[src/sv/ebs_pkg.sv]
// shared types and constants of the eyelid blink sequencer
package ebs_pkg;

	// field widths
	localparam int POS_BITS      = 12;
	localparam int PROG_BITS     = 17;
	localparam int FRAC_BITS     = 16;
	localparam int INTERVAL_BITS = 18;
	localparam int TIME_BITS     = 32;
	localparam int DRAW_BITS     = 16;
	localparam int PHASE_BITS    = 3;
	localparam int CFG_IDX_BITS  = 3;
	localparam int CFG_DATA_BITS = 17;

	// fixed constants
	localparam logic [PROG_BITS-1:0] ONE_Q16        = 17'h1_0000;
	localparam logic [DRAW_BITS-1:0] PUPIL_BUMP     = 16'd819;
	localparam int unsigned           FIRST_BLINK_DELAY_DEF = 1000;

	// reported phase codes
	localparam logic [PHASE_BITS-1:0] PHASE_CODE_WAIT    = 3'd0;
	localparam logic [PHASE_BITS-1:0] PHASE_CODE_CLOSING = 3'd2;
	localparam logic [PHASE_BITS-1:0] PHASE_CODE_CLOSED  = 3'd3;

	// configuration register indexes
	localparam logic [CFG_IDX_BITS-1:0] CFG_BLINK_ENABLE  = 3'd0;
	localparam logic [CFG_IDX_BITS-1:0] CFG_UPPER_LID_MIN = 3'd1;
	localparam logic [CFG_IDX_BITS-1:0] CFG_UPPER_LID_MAX = 3'd2;
	localparam logic [CFG_IDX_BITS-1:0] CFG_LOWER_LID_MIN = 3'd3;
	localparam logic [CFG_IDX_BITS-1:0] CFG_LOWER_LID_MAX = 3'd4;
	localparam logic [CFG_IDX_BITS-1:0] CFG_CLOSE_STEP    = 3'd5;
	localparam logic [CFG_IDX_BITS-1:0] CFG_ROLL_ENABLE   = 3'd6;

	// persistent blink phases
	typedef enum logic [2:0] {
		PH_WAIT    = 3'b001,
		PH_CLOSING = 3'b010,
		PH_HOLD    = 3'b100
	} phase_t;

	typedef struct packed {
		logic                 blink_enable;
		logic [POS_BITS-1:0]  upper_lid_min;
		logic [POS_BITS-1:0]  upper_lid_max;
		logic [POS_BITS-1:0]  lower_lid_min;
		logic [POS_BITS-1:0]  lower_lid_max;
		logic [PROG_BITS-1:0] close_step;
		logic                 roll_enable;
	} cfg_t;

	typedef struct packed {
		logic [TIME_BITS-1:0]        now_ms;
		logic [DRAW_BITS-1:0]        drawn_closed_time;
		logic [DRAW_BITS-1:0]        drawn_gap;
		logic signed [DRAW_BITS-1:0] drawn_roll;
		logic [DRAW_BITS-1:0]        pupil_target;
	} item_t;

	typedef struct packed {
		logic [POS_BITS-1:0]         upper_target;
		logic [POS_BITS-1:0]         lower_target;
		logic                        target_written;
		logic [POS_BITS-1:0]         upper_current;
		logic [POS_BITS-1:0]         lower_current;
		logic                        current_written;
		logic signed [DRAW_BITS-1:0] roll_value;
		logic                        roll_written;
		logic [DRAW_BITS-1:0]        pupil_current;
		logic                        pupil_written;
		logic [PHASE_BITS-1:0]       phase_out;
	} res_t;

endpackage

[src/sv/ebs_interp.sv]
// lid position interpolation between min and max by a Q1.16 progress
module ebs_interp
	import ebs_pkg::*;
(
	input  logic [POS_BITS-1:0]  lo,
	input  logic [POS_BITS-1:0]  hi,
	input  logic [PROG_BITS-1:0] prog,
	output logic [POS_BITS-1:0]  pos
);

	localparam int AW = POS_BITS + PROG_BITS + 2;

	logic signed [POS_BITS:0]  diff;
	logic signed [PROG_BITS:0] prog_s;
	logic signed [AW-1:0]      prod;
	logic signed [AW-1:0]      acc;

	// lo + (hi - lo) * p, rounded to nearest
	assign diff   = $signed({1'b0, hi}) - $signed({1'b0, lo});
	assign prog_s = $signed({1'b0, prog});
	assign prod   = diff * prog_s;
	assign acc    = prod + $signed(AW'({lo, 1'b1, {(FRAC_BITS-1){1'b0}}}));
	assign pos    = acc[FRAC_BITS +: POS_BITS];

endmodule

[src/sv/ebs_step.sv]
// blink phase sequencing: state registers and the per-update result logic
module ebs_step
	import ebs_pkg::*;
#(
	parameter int unsigned FIRST_BLINK_DELAY = FIRST_BLINK_DELAY_DEF
) (
	input  logic  clk,
	input  logic  arst_n,
	input  logic  adv,
	input  cfg_t  cfg,
	input  item_t item,
	output res_t  res
);

	phase_t                   phase_q, phase_d;
	logic                     first_q, first_d;
	logic [TIME_BITS-1:0]     last_q, last_d;
	logic [INTERVAL_BITS-1:0] next_int_q, next_int_d;
	logic [DRAW_BITS-1:0]     hold_q, hold_d;
	logic [PROG_BITS-1:0]     progress_q, progress_d;
	logic [TIME_BITS-1:0]     closed_q, closed_d;

	logic [TIME_BITS-1:0]     wait_el, hold_el;
	logic                     go_start, finish, closing, in_hold, hold_pass;
	logic [PROG_BITS-1:0]     p_eff, prog_sat;
	logic [PROG_BITS:0]       prog_sum;
	logic [DRAW_BITS:0]       pupil_sum;
	logic [INTERVAL_BITS-1:0] interval_new;
	logic [POS_BITS-1:0]      up_pos, lo_pos;

	// phase decisions
	assign wait_el  = item.now_ms - last_q;
	assign hold_el  = item.now_ms - closed_q;
	assign go_start = (phase_q == PH_WAIT) && (wait_el >= TIME_BITS'(next_int_q));
	assign finish   = (phase_q == PH_CLOSING) && (progress_q >= ONE_Q16);
	assign closing  = go_start || ((phase_q == PH_CLOSING) && !finish);
	assign in_hold  = finish || (phase_q == PH_HOLD);
	assign hold_pass = finish ? (hold_q == '0) : (hold_el >= TIME_BITS'(hold_q));

	// progress advance with saturation at full close
	assign p_eff    = go_start ? '0 : progress_q;
	assign prog_sum = {1'b0, p_eff} + {1'b0, cfg.close_step};
	assign prog_sat = (prog_sum > (PROG_BITS+1)'(ONE_Q16)) ? ONE_Q16 : prog_sum[PROG_BITS-1:0];

	// pupil bump and next gap
	assign pupil_sum    = {1'b0, item.pupil_target} + {1'b0, PUPIL_BUMP};
	assign interval_new = {1'b0, hold_q, 1'b0} + INTERVAL_BITS'(hold_q)
	                    + INTERVAL_BITS'(item.drawn_gap);

	// lid interpolation
	ebs_interp u_interp_up (
		.lo   (cfg.upper_lid_min),
		.hi   (cfg.upper_lid_max),
		.prog (p_eff),
		.pos  (up_pos)
	);

	ebs_interp u_interp_lo (
		.lo   (cfg.lower_lid_min),
		.hi   (cfg.lower_lid_max),
		.prog (p_eff),
		.pos  (lo_pos)
	);

	// result and next state
	always_comb begin
		res        = '0;
		phase_d    = phase_q;
		first_d    = first_q;
		last_d     = last_q;
		next_int_d = next_int_q;
		hold_d     = hold_q;
		progress_d = progress_q;
		closed_d   = closed_q;
		res.phase_out = PHASE_CODE_WAIT;

		if (!cfg.blink_enable) begin
			// disabled: park lids at minimum once
			if ((phase_q != PH_WAIT) || first_q) begin
				res.upper_target   = cfg.upper_lid_min;
				res.lower_target   = cfg.lower_lid_min;
				res.target_written = 1'b1;
			end
			phase_d = PH_WAIT;
			first_d = 1'b0;
		end else begin
			// until the first blink ends, lids are forced to max unless a closing step overrides
			if (first_q) begin
				res.upper_target    = cfg.upper_lid_max;
				res.lower_target    = cfg.lower_lid_max;
				res.target_written  = 1'b1;
				res.upper_current   = cfg.upper_lid_max;
				res.lower_current   = cfg.lower_lid_max;
				res.current_written = 1'b1;
			end

			if (closing) begin
				// closing step
				res.upper_target    = up_pos;
				res.lower_target    = lo_pos;
				res.target_written  = 1'b1;
				res.upper_current   = up_pos;
				res.lower_current   = lo_pos;
				res.current_written = 1'b1;
				if (go_start) begin
					hold_d = item.drawn_closed_time;
				end
				progress_d    = prog_sat;
				phase_d       = PH_CLOSING;
				res.phase_out = PHASE_CODE_CLOSING;
			end else if (in_hold) begin
				// entering closed: lids at max, pupil bump
				if (finish) begin
					res.upper_target    = cfg.upper_lid_max;
					res.lower_target    = cfg.lower_lid_max;
					res.target_written  = 1'b1;
					res.upper_current   = cfg.upper_lid_max;
					res.lower_current   = cfg.lower_lid_max;
					res.current_written = 1'b1;
					res.pupil_current   = pupil_sum[DRAW_BITS] ? '1 : pupil_sum[DRAW_BITS-1:0];
					res.pupil_written   = 1'b1;
					closed_d            = item.now_ms;
				end
				if (hold_pass) begin
					// open and schedule the next blink
					res.upper_target   = cfg.upper_lid_min;
					res.lower_target   = cfg.lower_lid_min;
					res.target_written = 1'b1;
					if (cfg.roll_enable) begin
						res.roll_value   = item.drawn_roll;
						res.roll_written = 1'b1;
					end
					progress_d = ONE_Q16;
					last_d     = item.now_ms;
					next_int_d = interval_new;
					phase_d    = PH_WAIT;
					first_d    = 1'b0;
				end else begin
					phase_d       = PH_HOLD;
					res.phase_out = PHASE_CODE_CLOSED;
				end
			end
		end
	end

	// state registers
	always_ff @(posedge clk or negedge arst_n) begin
		if (!arst_n) begin
			phase_q    <= PH_WAIT;
			first_q    <= 1'b1;
			last_q     <= '0;
			next_int_q <= INTERVAL_BITS'(FIRST_BLINK_DELAY);
			hold_q     <= '0;
			progress_q <= '0;
			closed_q   <= '0;
		end else if (adv) begin
			phase_q    <= phase_d;
			first_q    <= first_d;
			last_q     <= last_d;
			next_int_q <= next_int_d;
			hold_q     <= hold_d;
			progress_q <= progress_d;
			closed_q   <= closed_d;
		end
	end

endmodule

[src/sv/eyelid_blink_sequencer_top.sv]
// top level of the eyelid blink sequencer: config registers, request and result stages
//
//  channel  | handshake                  | payload
//  ---------+----------------------------+-----------------------------------------
//  in       | in_valid / in_stall        | now_ms, drawn_*, pupil_target
//  out      | out_valid / out_stall      | lid targets/currents, roll, pupil, phase
//  config   | cfg_we, cfg_index          | cfg_data (17 bits, low bits used)
//
// one request per cycle sustained while out_stall stays low; a taken request shows its result
// valid after passing through the request register and then the result register.
// reset clears both stages, the blink state and the config registers to their defaults.
// a stalled result holds; the request stage keeps accepting while the result register
// can drain, so in_stall rises only when both stages are full and out_stall is high.
module eyelid_blink_sequencer_top
	import ebs_pkg::*;
#(
	parameter int unsigned FIRST_BLINK_DELAY = FIRST_BLINK_DELAY_DEF
) (
	input  logic                        clk,
	input  logic                        arst_n,
	input  logic                        cfg_we,
	input  logic [CFG_IDX_BITS-1:0]     cfg_index,
	input  logic [CFG_DATA_BITS-1:0]    cfg_data,
	input  logic                        in_valid,
	output logic                        in_stall,
	input  logic [TIME_BITS-1:0]        now_ms,
	input  logic [DRAW_BITS-1:0]        drawn_closed_time,
	input  logic [DRAW_BITS-1:0]        drawn_gap,
	input  logic signed [DRAW_BITS-1:0] drawn_roll,
	input  logic [DRAW_BITS-1:0]        pupil_target,
	output logic                        out_valid,
	input  logic                        out_stall,
	output logic [POS_BITS-1:0]         upper_target,
	output logic [POS_BITS-1:0]         lower_target,
	output logic                        target_written,
	output logic [POS_BITS-1:0]         upper_current,
	output logic [POS_BITS-1:0]         lower_current,
	output logic                        current_written,
	output logic signed [DRAW_BITS-1:0] roll_value,
	output logic                        roll_written,
	output logic [DRAW_BITS-1:0]        pupil_current,
	output logic                        pupil_written,
	output logic [PHASE_BITS-1:0]       phase_out
);

	cfg_t  cfg_q;
	item_t item_s1;
	logic  valid_s1;
	res_t  res_d, res_s2;
	logic  valid_s2;
	logic  adv, accept;

	// stage handshake
	assign adv      = valid_s1 && (!valid_s2 || !out_stall);
	assign in_stall = valid_s1 && valid_s2 && out_stall;
	assign accept   = in_valid && !in_stall;

	// configuration registers
	always_ff @(posedge clk or negedge arst_n) begin
		if (!arst_n) begin
			cfg_q.blink_enable  <= 1'b1;
			cfg_q.upper_lid_min <= '0;
			cfg_q.upper_lid_max <= '1;
			cfg_q.lower_lid_min <= '0;
			cfg_q.lower_lid_max <= '1;
			cfg_q.close_step    <= PROG_BITS'(6554);
			cfg_q.roll_enable   <= 1'b0;
		end else if (cfg_we) begin
			case (cfg_index)
				CFG_BLINK_ENABLE:  cfg_q.blink_enable  <= cfg_data[0];
				CFG_UPPER_LID_MIN: cfg_q.upper_lid_min <= cfg_data[POS_BITS-1:0];
				CFG_UPPER_LID_MAX: cfg_q.upper_lid_max <= cfg_data[POS_BITS-1:0];
				CFG_LOWER_LID_MIN: cfg_q.lower_lid_min <= cfg_data[POS_BITS-1:0];
				CFG_LOWER_LID_MAX: cfg_q.lower_lid_max <= cfg_data[POS_BITS-1:0];
				CFG_CLOSE_STEP:    cfg_q.close_step    <= cfg_data[PROG_BITS-1:0];
				CFG_ROLL_ENABLE:   cfg_q.roll_enable   <= cfg_data[0];
				default: ;
			endcase
		end
	end

	// request stage
	always_ff @(posedge clk or negedge arst_n) begin
		if (!arst_n) begin
			valid_s1 <= 1'b0;
		end else if (accept) begin
			valid_s1 <= 1'b1;
		end else if (adv) begin
			valid_s1 <= 1'b0;
		end
	end

	always_ff @(posedge clk) begin
		if (accept) begin
			item_s1.now_ms            <= now_ms;
			item_s1.drawn_closed_time <= drawn_closed_time;
			item_s1.drawn_gap         <= drawn_gap;
			item_s1.drawn_roll        <= drawn_roll;
			item_s1.pupil_target      <= pupil_target;
		end
	end

	// phase logic
	ebs_step #(
		.FIRST_BLINK_DELAY (FIRST_BLINK_DELAY)
	) u_step (
		.clk    (clk),
		.arst_n (arst_n),
		.adv    (adv),
		.cfg    (cfg_q),
		.item   (item_s1),
		.res    (res_d)
	);

	// result stage
	always_ff @(posedge clk or negedge arst_n) begin
		if (!arst_n) begin
			valid_s2 <= 1'b0;
		end else if (adv) begin
			valid_s2 <= 1'b1;
		end else if (!out_stall) begin
			valid_s2 <= 1'b0;
		end
	end

	always_ff @(posedge clk) begin
		if (adv) begin
			res_s2 <= res_d;
		end
	end

	assign out_valid       = valid_s2;
	assign upper_target    = res_s2.upper_target;
	assign lower_target    = res_s2.lower_target;
	assign target_written  = res_s2.target_written;
	assign upper_current   = res_s2.upper_current;
	assign lower_current   = res_s2.lower_current;
	assign current_written = res_s2.current_written;
	assign roll_value      = res_s2.roll_value;
	assign roll_written    = res_s2.roll_written;
	assign pupil_current   = res_s2.pupil_current;
	assign pupil_written   = res_s2.pupil_written;
	assign phase_out       = res_s2.phase_out;

`ifndef ASSERT_OFF
	// a pending request moves into a drained result register
	a_refill: assert property (@(posedge clk) disable iff (!arst_n)
		(valid_s1 && valid_s2 && !out_stall) |=> valid_s2)
		else $error("pending request not moved to result stage");

	// only the persistent phase codes are reported
	a_phase_code: assert property (@(posedge clk) disable iff (!arst_n)
		out_valid |-> (phase_out == PHASE_CODE_WAIT || phase_out == PHASE_CODE_CLOSING
			|| phase_out == PHASE_CODE_CLOSED))
		else $error("transient phase code reported");

	// a current override always comes with a target write
	a_cur_tgt: assert property (@(posedge clk) disable iff (!arst_n)
		(out_valid && current_written) |-> target_written)
		else $error("current written without target");

	// pupil is written only on entry to closed
	a_pupil: assert property (@(posedge clk) disable iff (!arst_n)
		(out_valid && pupil_written) |-> (phase_out != PHASE_CODE_CLOSING && current_written))
		else $error("pupil written outside close completion");
`endif

endmodule
[config.mk]
export PLATFORM = sky130hd
export DESIGN_NAME = eyelid_blink_sequencer_top
export DESIGN_NICKNAME = d
export VERILOG_FILES = /design/src/sv/ebs_pkg.sv /design/src/sv/ebs_interp.sv /design/src/sv/ebs_step.sv /design/src/sv/eyelid_blink_sequencer_top.sv
export SDC_FILE = /design/constraint.sdc
export NUM_CORES = 2
export LEC_CHECK = 0
export ABC_AREA = 0
export ABC_CLOCK_PERIOD_IN_PS = 11200
export BUFFER_PORTS_ARGS = -buffer_cell sky130_fd_sc_hd__buf_2
export CAP_MARGIN = 20
export CORE_MARGIN = 8
export CORE_UTILIZATION = 40
export CTS_BUF_LIST = sky130_fd_sc_hd__clkbuf_16
export DETAILED_ROUTE_END_ITERATION = 12
export GPL_ROUTABILITY_DRIVEN = 0
export PLACE_DENSITY = 0.56
export SLEW_MARGIN = 20
export SYNTH_ARGS = -nofsm -noshare
export SYNTH_HDL_FRONTEND = slang
export SYNTH_SLANG_ARGS = --single-unit
[constraint.sdc]
create_clock -name clk -period 11.2 [get_ports clk]
set_input_delay 1.68 -clock clk [delete_from_list [all_inputs] [get_ports clk]]
set_output_delay 1.68 -clock clk [all_outputs]
set_load 0.005 [all_outputs]
# --- Yosys cells after proc, flatten, opt, wreduce, memory -nomap -nowiden ---
# Index checks and enable logic that the tools add are counted.
# W data, S select, Z words.
op_classes:
  n_bitwise: 6
  magnitude_cmp: 4
  reduce_logical: 37
  add_sub_neg: 10
  n_mul: 2
  n_mux: 32
  eq_ne: 15
op_table:
  columns: ["cell", "count"]
  rows:
  - ["$mux W50", 4]
  - ["$mux W17", 8]
  - ["$mux W87", 1]
  - ["$mux W25", 3]
  - ["$sub A32 B32 Y32", 2]
  - ["$add A28 B28 Y28", 2]
  - ["$mul A13 B18 Y28", 2]
  - ["$ge A32 B16 Y1", 1]
  - ["$ge A32 B18 Y1", 1]
  - ["$sub A12 B12 Y13", 2]
  - ["$add A17 B16 Y18", 1]
  - ["$add A17 B17 Y18", 1]
  - ["$add A18 B16 Y18", 1]
  - ["$gt A18 B17 Y1 const B", 1]
  - ["$add A16 B10 Y17 const B", 1]
  - ["$ge A17 B17 Y1 const B", 1]
  - ["$logic_not A16 Y1", 1]
  - ["$mux W16", 1]
  - ["$reduce_and A2 Y1", 8]
  - ["$eq A3 B3 Y1 const B", 4]
  - ["$mux W3", 4]
  - ["$reduce_and A4 Y1", 3]
  - ["$reduce_and A5 Y1", 2]
  - ["$eq A3 B2 Y1 const B", 3]
  - ["15 further kinds", 48]
totals:
  output_inout_bits: 89
  register_bits: 371
  elab_cells: 139
  input_bits: 121

# --- Longest topological paths before layout ---
logic_depth:
  depth_word: 8
  depth_mapped: 51
  depth_no_buf: 49

# --- Modules after synthesis ---
# From an unflattened synthesis, not the netlist that was laid out.
unflattened:
  cells_unflattened: 3562
  hier_area_um2: 36267.3
modules_own_cells:
  columns: ["module", "seq_area_each_um2", "cells_per_inst", "instances", "area_per_inst_um2"]
  rows:
  - ["ebs_step", 2987.9, 1456, 1, 12595.8]
  - ["eyelid_blink_sequencer_top", 7262.0, 337, 1, 8401.8]
  - ["ebs_interp at u_step.u_interp_lo", 0.0, 892, 1, 7692.4]
  - ["ebs_interp at u_step.u_interp_up", 0.0, 877, 1, 7577.3]

# --- Least setup slack after synthesis ---
# Ideal clock, no wire load.
synth_path:
  path_kind: "register to register"
  from: "reg item_s1[64] in the netlist's numbering"
  to: "reg res_s2, in the netlist upper_target[10], data pin"
  t_arrival_ns: 9.866
  n_path_buf: 2
  setup_slack_ns: 1.073
  synth_period_minus_slack_ns: 10.127
  required_time_ns: 10.939
  setup_time_ns: 0.261
  path_stages_with_launch: 49
  cell_sequence: "edfxtp_1 > inv_1 > ha_1 > inv_1 > fa_1 > a21o_1 > a221oi_2 > and3_1 > nor2_1 > o21ai_0 > nand2b_1 > a21oi_1 > xnor2_1 > ha_1 > o21ai_0 > nand2b_1 > nor4b_1 > a22oi_1 > [... 13 more ...] > fa_1 > fa_1 > inv_1 > fa_1 > inv_1 > ha_1 > a21o_1 > a21o_1 > a21o_1 > a21oi_1 > nor2b_1 > o21ai_0 > nand2_1 > o21a_1 > a31oi_1 > o21ai_1 > mux2i_1 > a221o_1"
synth_rtl:
  columns: ["element", "line_no", "rtl"]
  rows:
  - ["start, declared", "eyelid_blink_sequencer_top.sv:47", "item_t item_s1;"]
  - ["end signal, assigned", "eyelid_blink_sequencer_top.sv:128", "res_s2 <= res_d;"]
  - ["end, declared", "eyelid_blink_sequencer_top.sv:49", "res_t res_d, res_s2;"]

# --- Worst setup path in the final report ---
layout_path:
  from: "reg item_s1[64] in the netlist's numbering"
  to: "reg res_s2, in the netlist lower_current[7], data pin"
layout_via:
  elab_chain_cells: 7
  word_cells_on_any_way: 8
  classes_between: "add/sub (2); mul (1); order compare (1); mux (2); reduce/logical (2)"
layout_rtl:
  columns: ["element", "line_no", "rtl"]
  rows:
  - ["$sub A32 B32 Y32 *", "ebs_step.sv:32", "assign wait_el = item.now_ms - last_q;"]
  - ["$ge A32 B18 Y1 *", "ebs_step.sv:34", "assign go_start = (phase_q == PH_WAIT) && (wait_el >= TIME_BITS'(next_int_q));"]
  - ["$logic_and A1 B1 Y1 *", "ebs_step.sv:34", null]
  - ["$mux W17", "ebs_step.sv:41", "assign p_eff = go_start ? '0 : progress_q;"]
  - ["$mul A13 B18 Y28", "ebs_interp.sv:21", "assign prod = diff * prog_s;"]
  - ["$add A28 B28 Y28", "ebs_interp.sv:22", "assign acc = prod + $signed(AW'({lo, 1'b1, {(FRAC_BITS-1){1'b0}}}));"]
  - ["$mux W50 *", "ebs_step.sv:97", "if (closing) begin"]
# Every way passes the cells marked *; elsewhere a longest branch is shown, timed or not.
# A chain may end at the register's enable or synchronous reset.

==> key figures <==
Timing
  • Worst Skew: 30.6 ps
  • Final Slew Violations: 0
  • Hold_ws: 450 ps
  • Final Hold Viols: 0
  • Setup ws final: 551 ps
  • Share of the clock period used by the worst path: 95.1%
  • Post-layout minimum cycle time: 10,650 ps
  • Total negative setup slack: 0 ps
  • Slew @ Worst Pin: 1070 ps
  • Max frequency: 93.9 MHz
  • Final setup viols: 0
  • Slew HR: 28.5%

Clock tree
  • H-tree levels: 2
  • Worst skew pair latency: 600 ps
  • Total CTS buffers: 45
  • CTS Root Cell: clkbuf_16
  • Reg clk slew, reported paths: 70 ps
  • CTS tree: built
  • CTS Buffer Depth: 3
  • # clock sinks: 370

Detailed routing
  • Routed len/inst: 20.4 um
  • Uppermost routed layer: met5
  • Met2 wire len: 49,000 um
  • Remaining antenna violation count after routing: 0
  • Drt pass-1 iters: 7
  • Drc violations: 0
  • Final WL: 104,000 um
  • Initial drt markers: 1,717
  • Vias/cell: 5.28
  • Vias: 27,000
  • Routed wl met3: 7300 um
  • Met1 wire length: 43,300 um

Logic synthesis
  • Seq/Total Area, Yosys: 28.7%
  • Seq cells post-synth: 370
  • Synthesized area: 35,600 um2
  • Yosys warnings: 0
  • Async SR Flop Fraction: 50.8%
  • Post-Syn Nets: 4,454
  • Cells after synthesis: 3,665
  • Yosys top cell area share: 20.9%
  • Synth area leaders: fa_1, edfxtp_1, ha_1, dfrtp_1, inv_1
  • Netlist cell types: 96
  • Syn Area/Cell: 9.71 um2
  • Synth Flop Type: edfxtp_1
  • Post-synth EDFFs: 182
  • Area leader, netlist: fa_1

Worst setup path
  • R2r setup slk: 550 ps
  • CP Launch Type: register
  • WS Path Type: reg2reg
  • Crit-path most repeated cell: fa_1
  • CP endpoint kind: register
  • Cell family with most CP delay: adder cells
  • Slowest Stage Delay on Critical Path: 550 ps
  • Critical path buffers and inverters: 10
  • CP max stage cell: fa_1
  • Max Fanout on Critical Path: 10
  • Worst EP arrival: 10,990 ps
  • Worst path required time: 11,540 ps

Global routing
  • Initial antenna violation count: 9
  • Total global-route track usage: 21.1%
  • Vias in the first global route: 27,700
  • First-pass GRT wire length: 162,000 um
  • Largest net degree at the start of global routing: 93
  • GRT overflow: 0

Placement
  • DP HPWL: 83,600 um
  • Worst slack at placement: 140 ps
  • # port buffers: 208

Worst hold path
  • Worst Hold Class: reg2reg

Final layout
  • Layout area overhead: 12.8%
  • Layout cells sized above 1: 14.9%
  • Fillers: 8,446
  • Area of the multi-input gates: 22,700 um2
  • Nets@finish: 4,698
  • Register area: 10,200 um2

Floorplan
  • Die W: 314 um
  • Height of the die: 314 um
  • Core Region: 88,200 um2
  • Initial Utilization: 40.3%
  • # rows: 109
  • # IOs: 210
  • DIE AREA: 98,800 um2

Run
  • Max-cap check violation count: 0

Status
  • Status: complete, no violations
## flip-flops by register name, indices dropped and copies added (netlist names), 2 cells and up
signal and cells:
cfg_q 67, item_s1 96, lower_current 12, lower_target 12, phase_out 2, pupil_current 16, roll_value 16, u_step.closed_q 32
u_step.hold_q 16, u_step.last_q 32, u_step.next_int_q 18, u_step.phase_q 3, u_step.progress_q 17, upper_current 12, upper_target 12
## synthesized netlist by cell type (all sizes together) (38+ instances only)
cell type    n
a21o        88
ha         297
nand2      461
nor2       230
and3        46
xnor2       91
xor2        52
dfstp       40
fa         371
inv        595
nand2b      40
mux2        89
clkbuf      78
nand3       38
o21ai      181
buf         43
a21oi      155
edfxtp     182
dfrtp      148
## kinds of logic (layout without fill, tap and decap cells)
family                   Yosys count  in the layout  synth area share (%)
AO/OA/AOI/OAI                    652            652                  12.0
XOR/XNOR                         143            143                  3.54
adder cells (fa/ha/maj)          668            668                  31.3
buffers and inverters            720           1001                  7.86
flip-flops                       370            370                  28.7
multiplexers                     100            100                  3.44
other                              1              6                0.0105
AND/OR/NAND/NOR                 1011           1011                  13.1
## metal layers
| metal | GRT usage, % | up-vias |
|---|---|---|
| met5 | 0 | - |
| met4 | 8.43 | 6 |
| met3 | 4.70 | 204 |
| met2 | 34.6 | 823 |
| met1 | 27.0 | 13300 |
| li1 | - | 12700 |
## per-stage QoR
step | instance area, um2 | std cells | util, %
2_1_floorplan | 35600 | 3665 | -
3_3_place_gp | 38200 | 5001 | 43.3
3_5_place_dp | 38300 | 5001 | 43.4
4_1_cts | 39800 | 5085 | 45.1
5_1_grt | 40200 | 5114 | 45.5
6_report | 40200 | 5116 | 45.5
## layout by cell type (no fill, tap or decap), drive strengths merged, types with 19 or more instances in the layout
cell type / instances
o21ai: 181
xor2: 52
nand4: 27
nor2b: 26
nand2b: 40
dfstp: 40
inv: 596
and2: 29
fa: 371
clkbuf: 49
nand2: 461
clkinv: 24
a22oi: 19
o21a: 27
edfxtp: 182
mux2: 89
ha: 297
nor2: 230
dfrtp: 148
a21o: 88
and3: 46
a211oi: 19
a22o: 28
xnor2: 91
buf: 316
a21oi: 155
nor3: 37
nand3: 38
## worst reg2reg max path: cells and delay by family, from the launching register on
kind | cells | cell delay, ps
simple gates | 10 | 1400
xor+xnor | 2 | 330
compound gates | 15 | 2910
buf+inv | 10 | 1200
flops | 1 | 390
fa+ha+maj | 10 | 4200
## path summary, 6_finish.rpt
check / depth (start not counted) / startpoint / end
setup / recovery: 47 / item_s1[64]$_DFFE_PP_ / lower_current[7]$_SDFFCE_PN0P_
hold / removal: 2 / item_s1[59]$_DFFE_PP_ / u_step.hold_q[11]$_DFFE_PN0P_
setup reg to reg: 47 / item_s1[64]$_DFFE_PP_ / lower_current[7]$_SDFFCE_PN0P_
max in group asynchronous: 2 / arst_n / u_step.progress_q[5]$_DFFE_PN0P_
min in group asynchronous: 1 / arst_n / valid_s1$_DFFE_PN0P_
hold reg to reg: 2 / item_s1[59]$_DFFE_PP_ / u_step.hold_q[11]$_DFFE_PN0P_
## timing repair
item	in CTS	in global routing
setup endpoints to repair	0	45
buffers inserted	0	24
gates resized for setup	0	34
hold buffers	0	0
## cell type report
| type | count | share of cell area [%] |
|---|---|---|
| sequential | 370 | 25.4 |
| clock inverter | 37 | 0.835 |
| timing repair buffer | 318 | 4.81 |
| inverter | 599 | 5.70 |
| antenna | 5 | 0.0312 |
| tap | 1165 | 3.63 |
| clock buffer | 47 | 2.93 |
| multi-input combinational | 2575 | 56.6 |
Power is not shown: default switching activity piles up to over one toggle a cycle in this logic, so the estimate is an artifact.
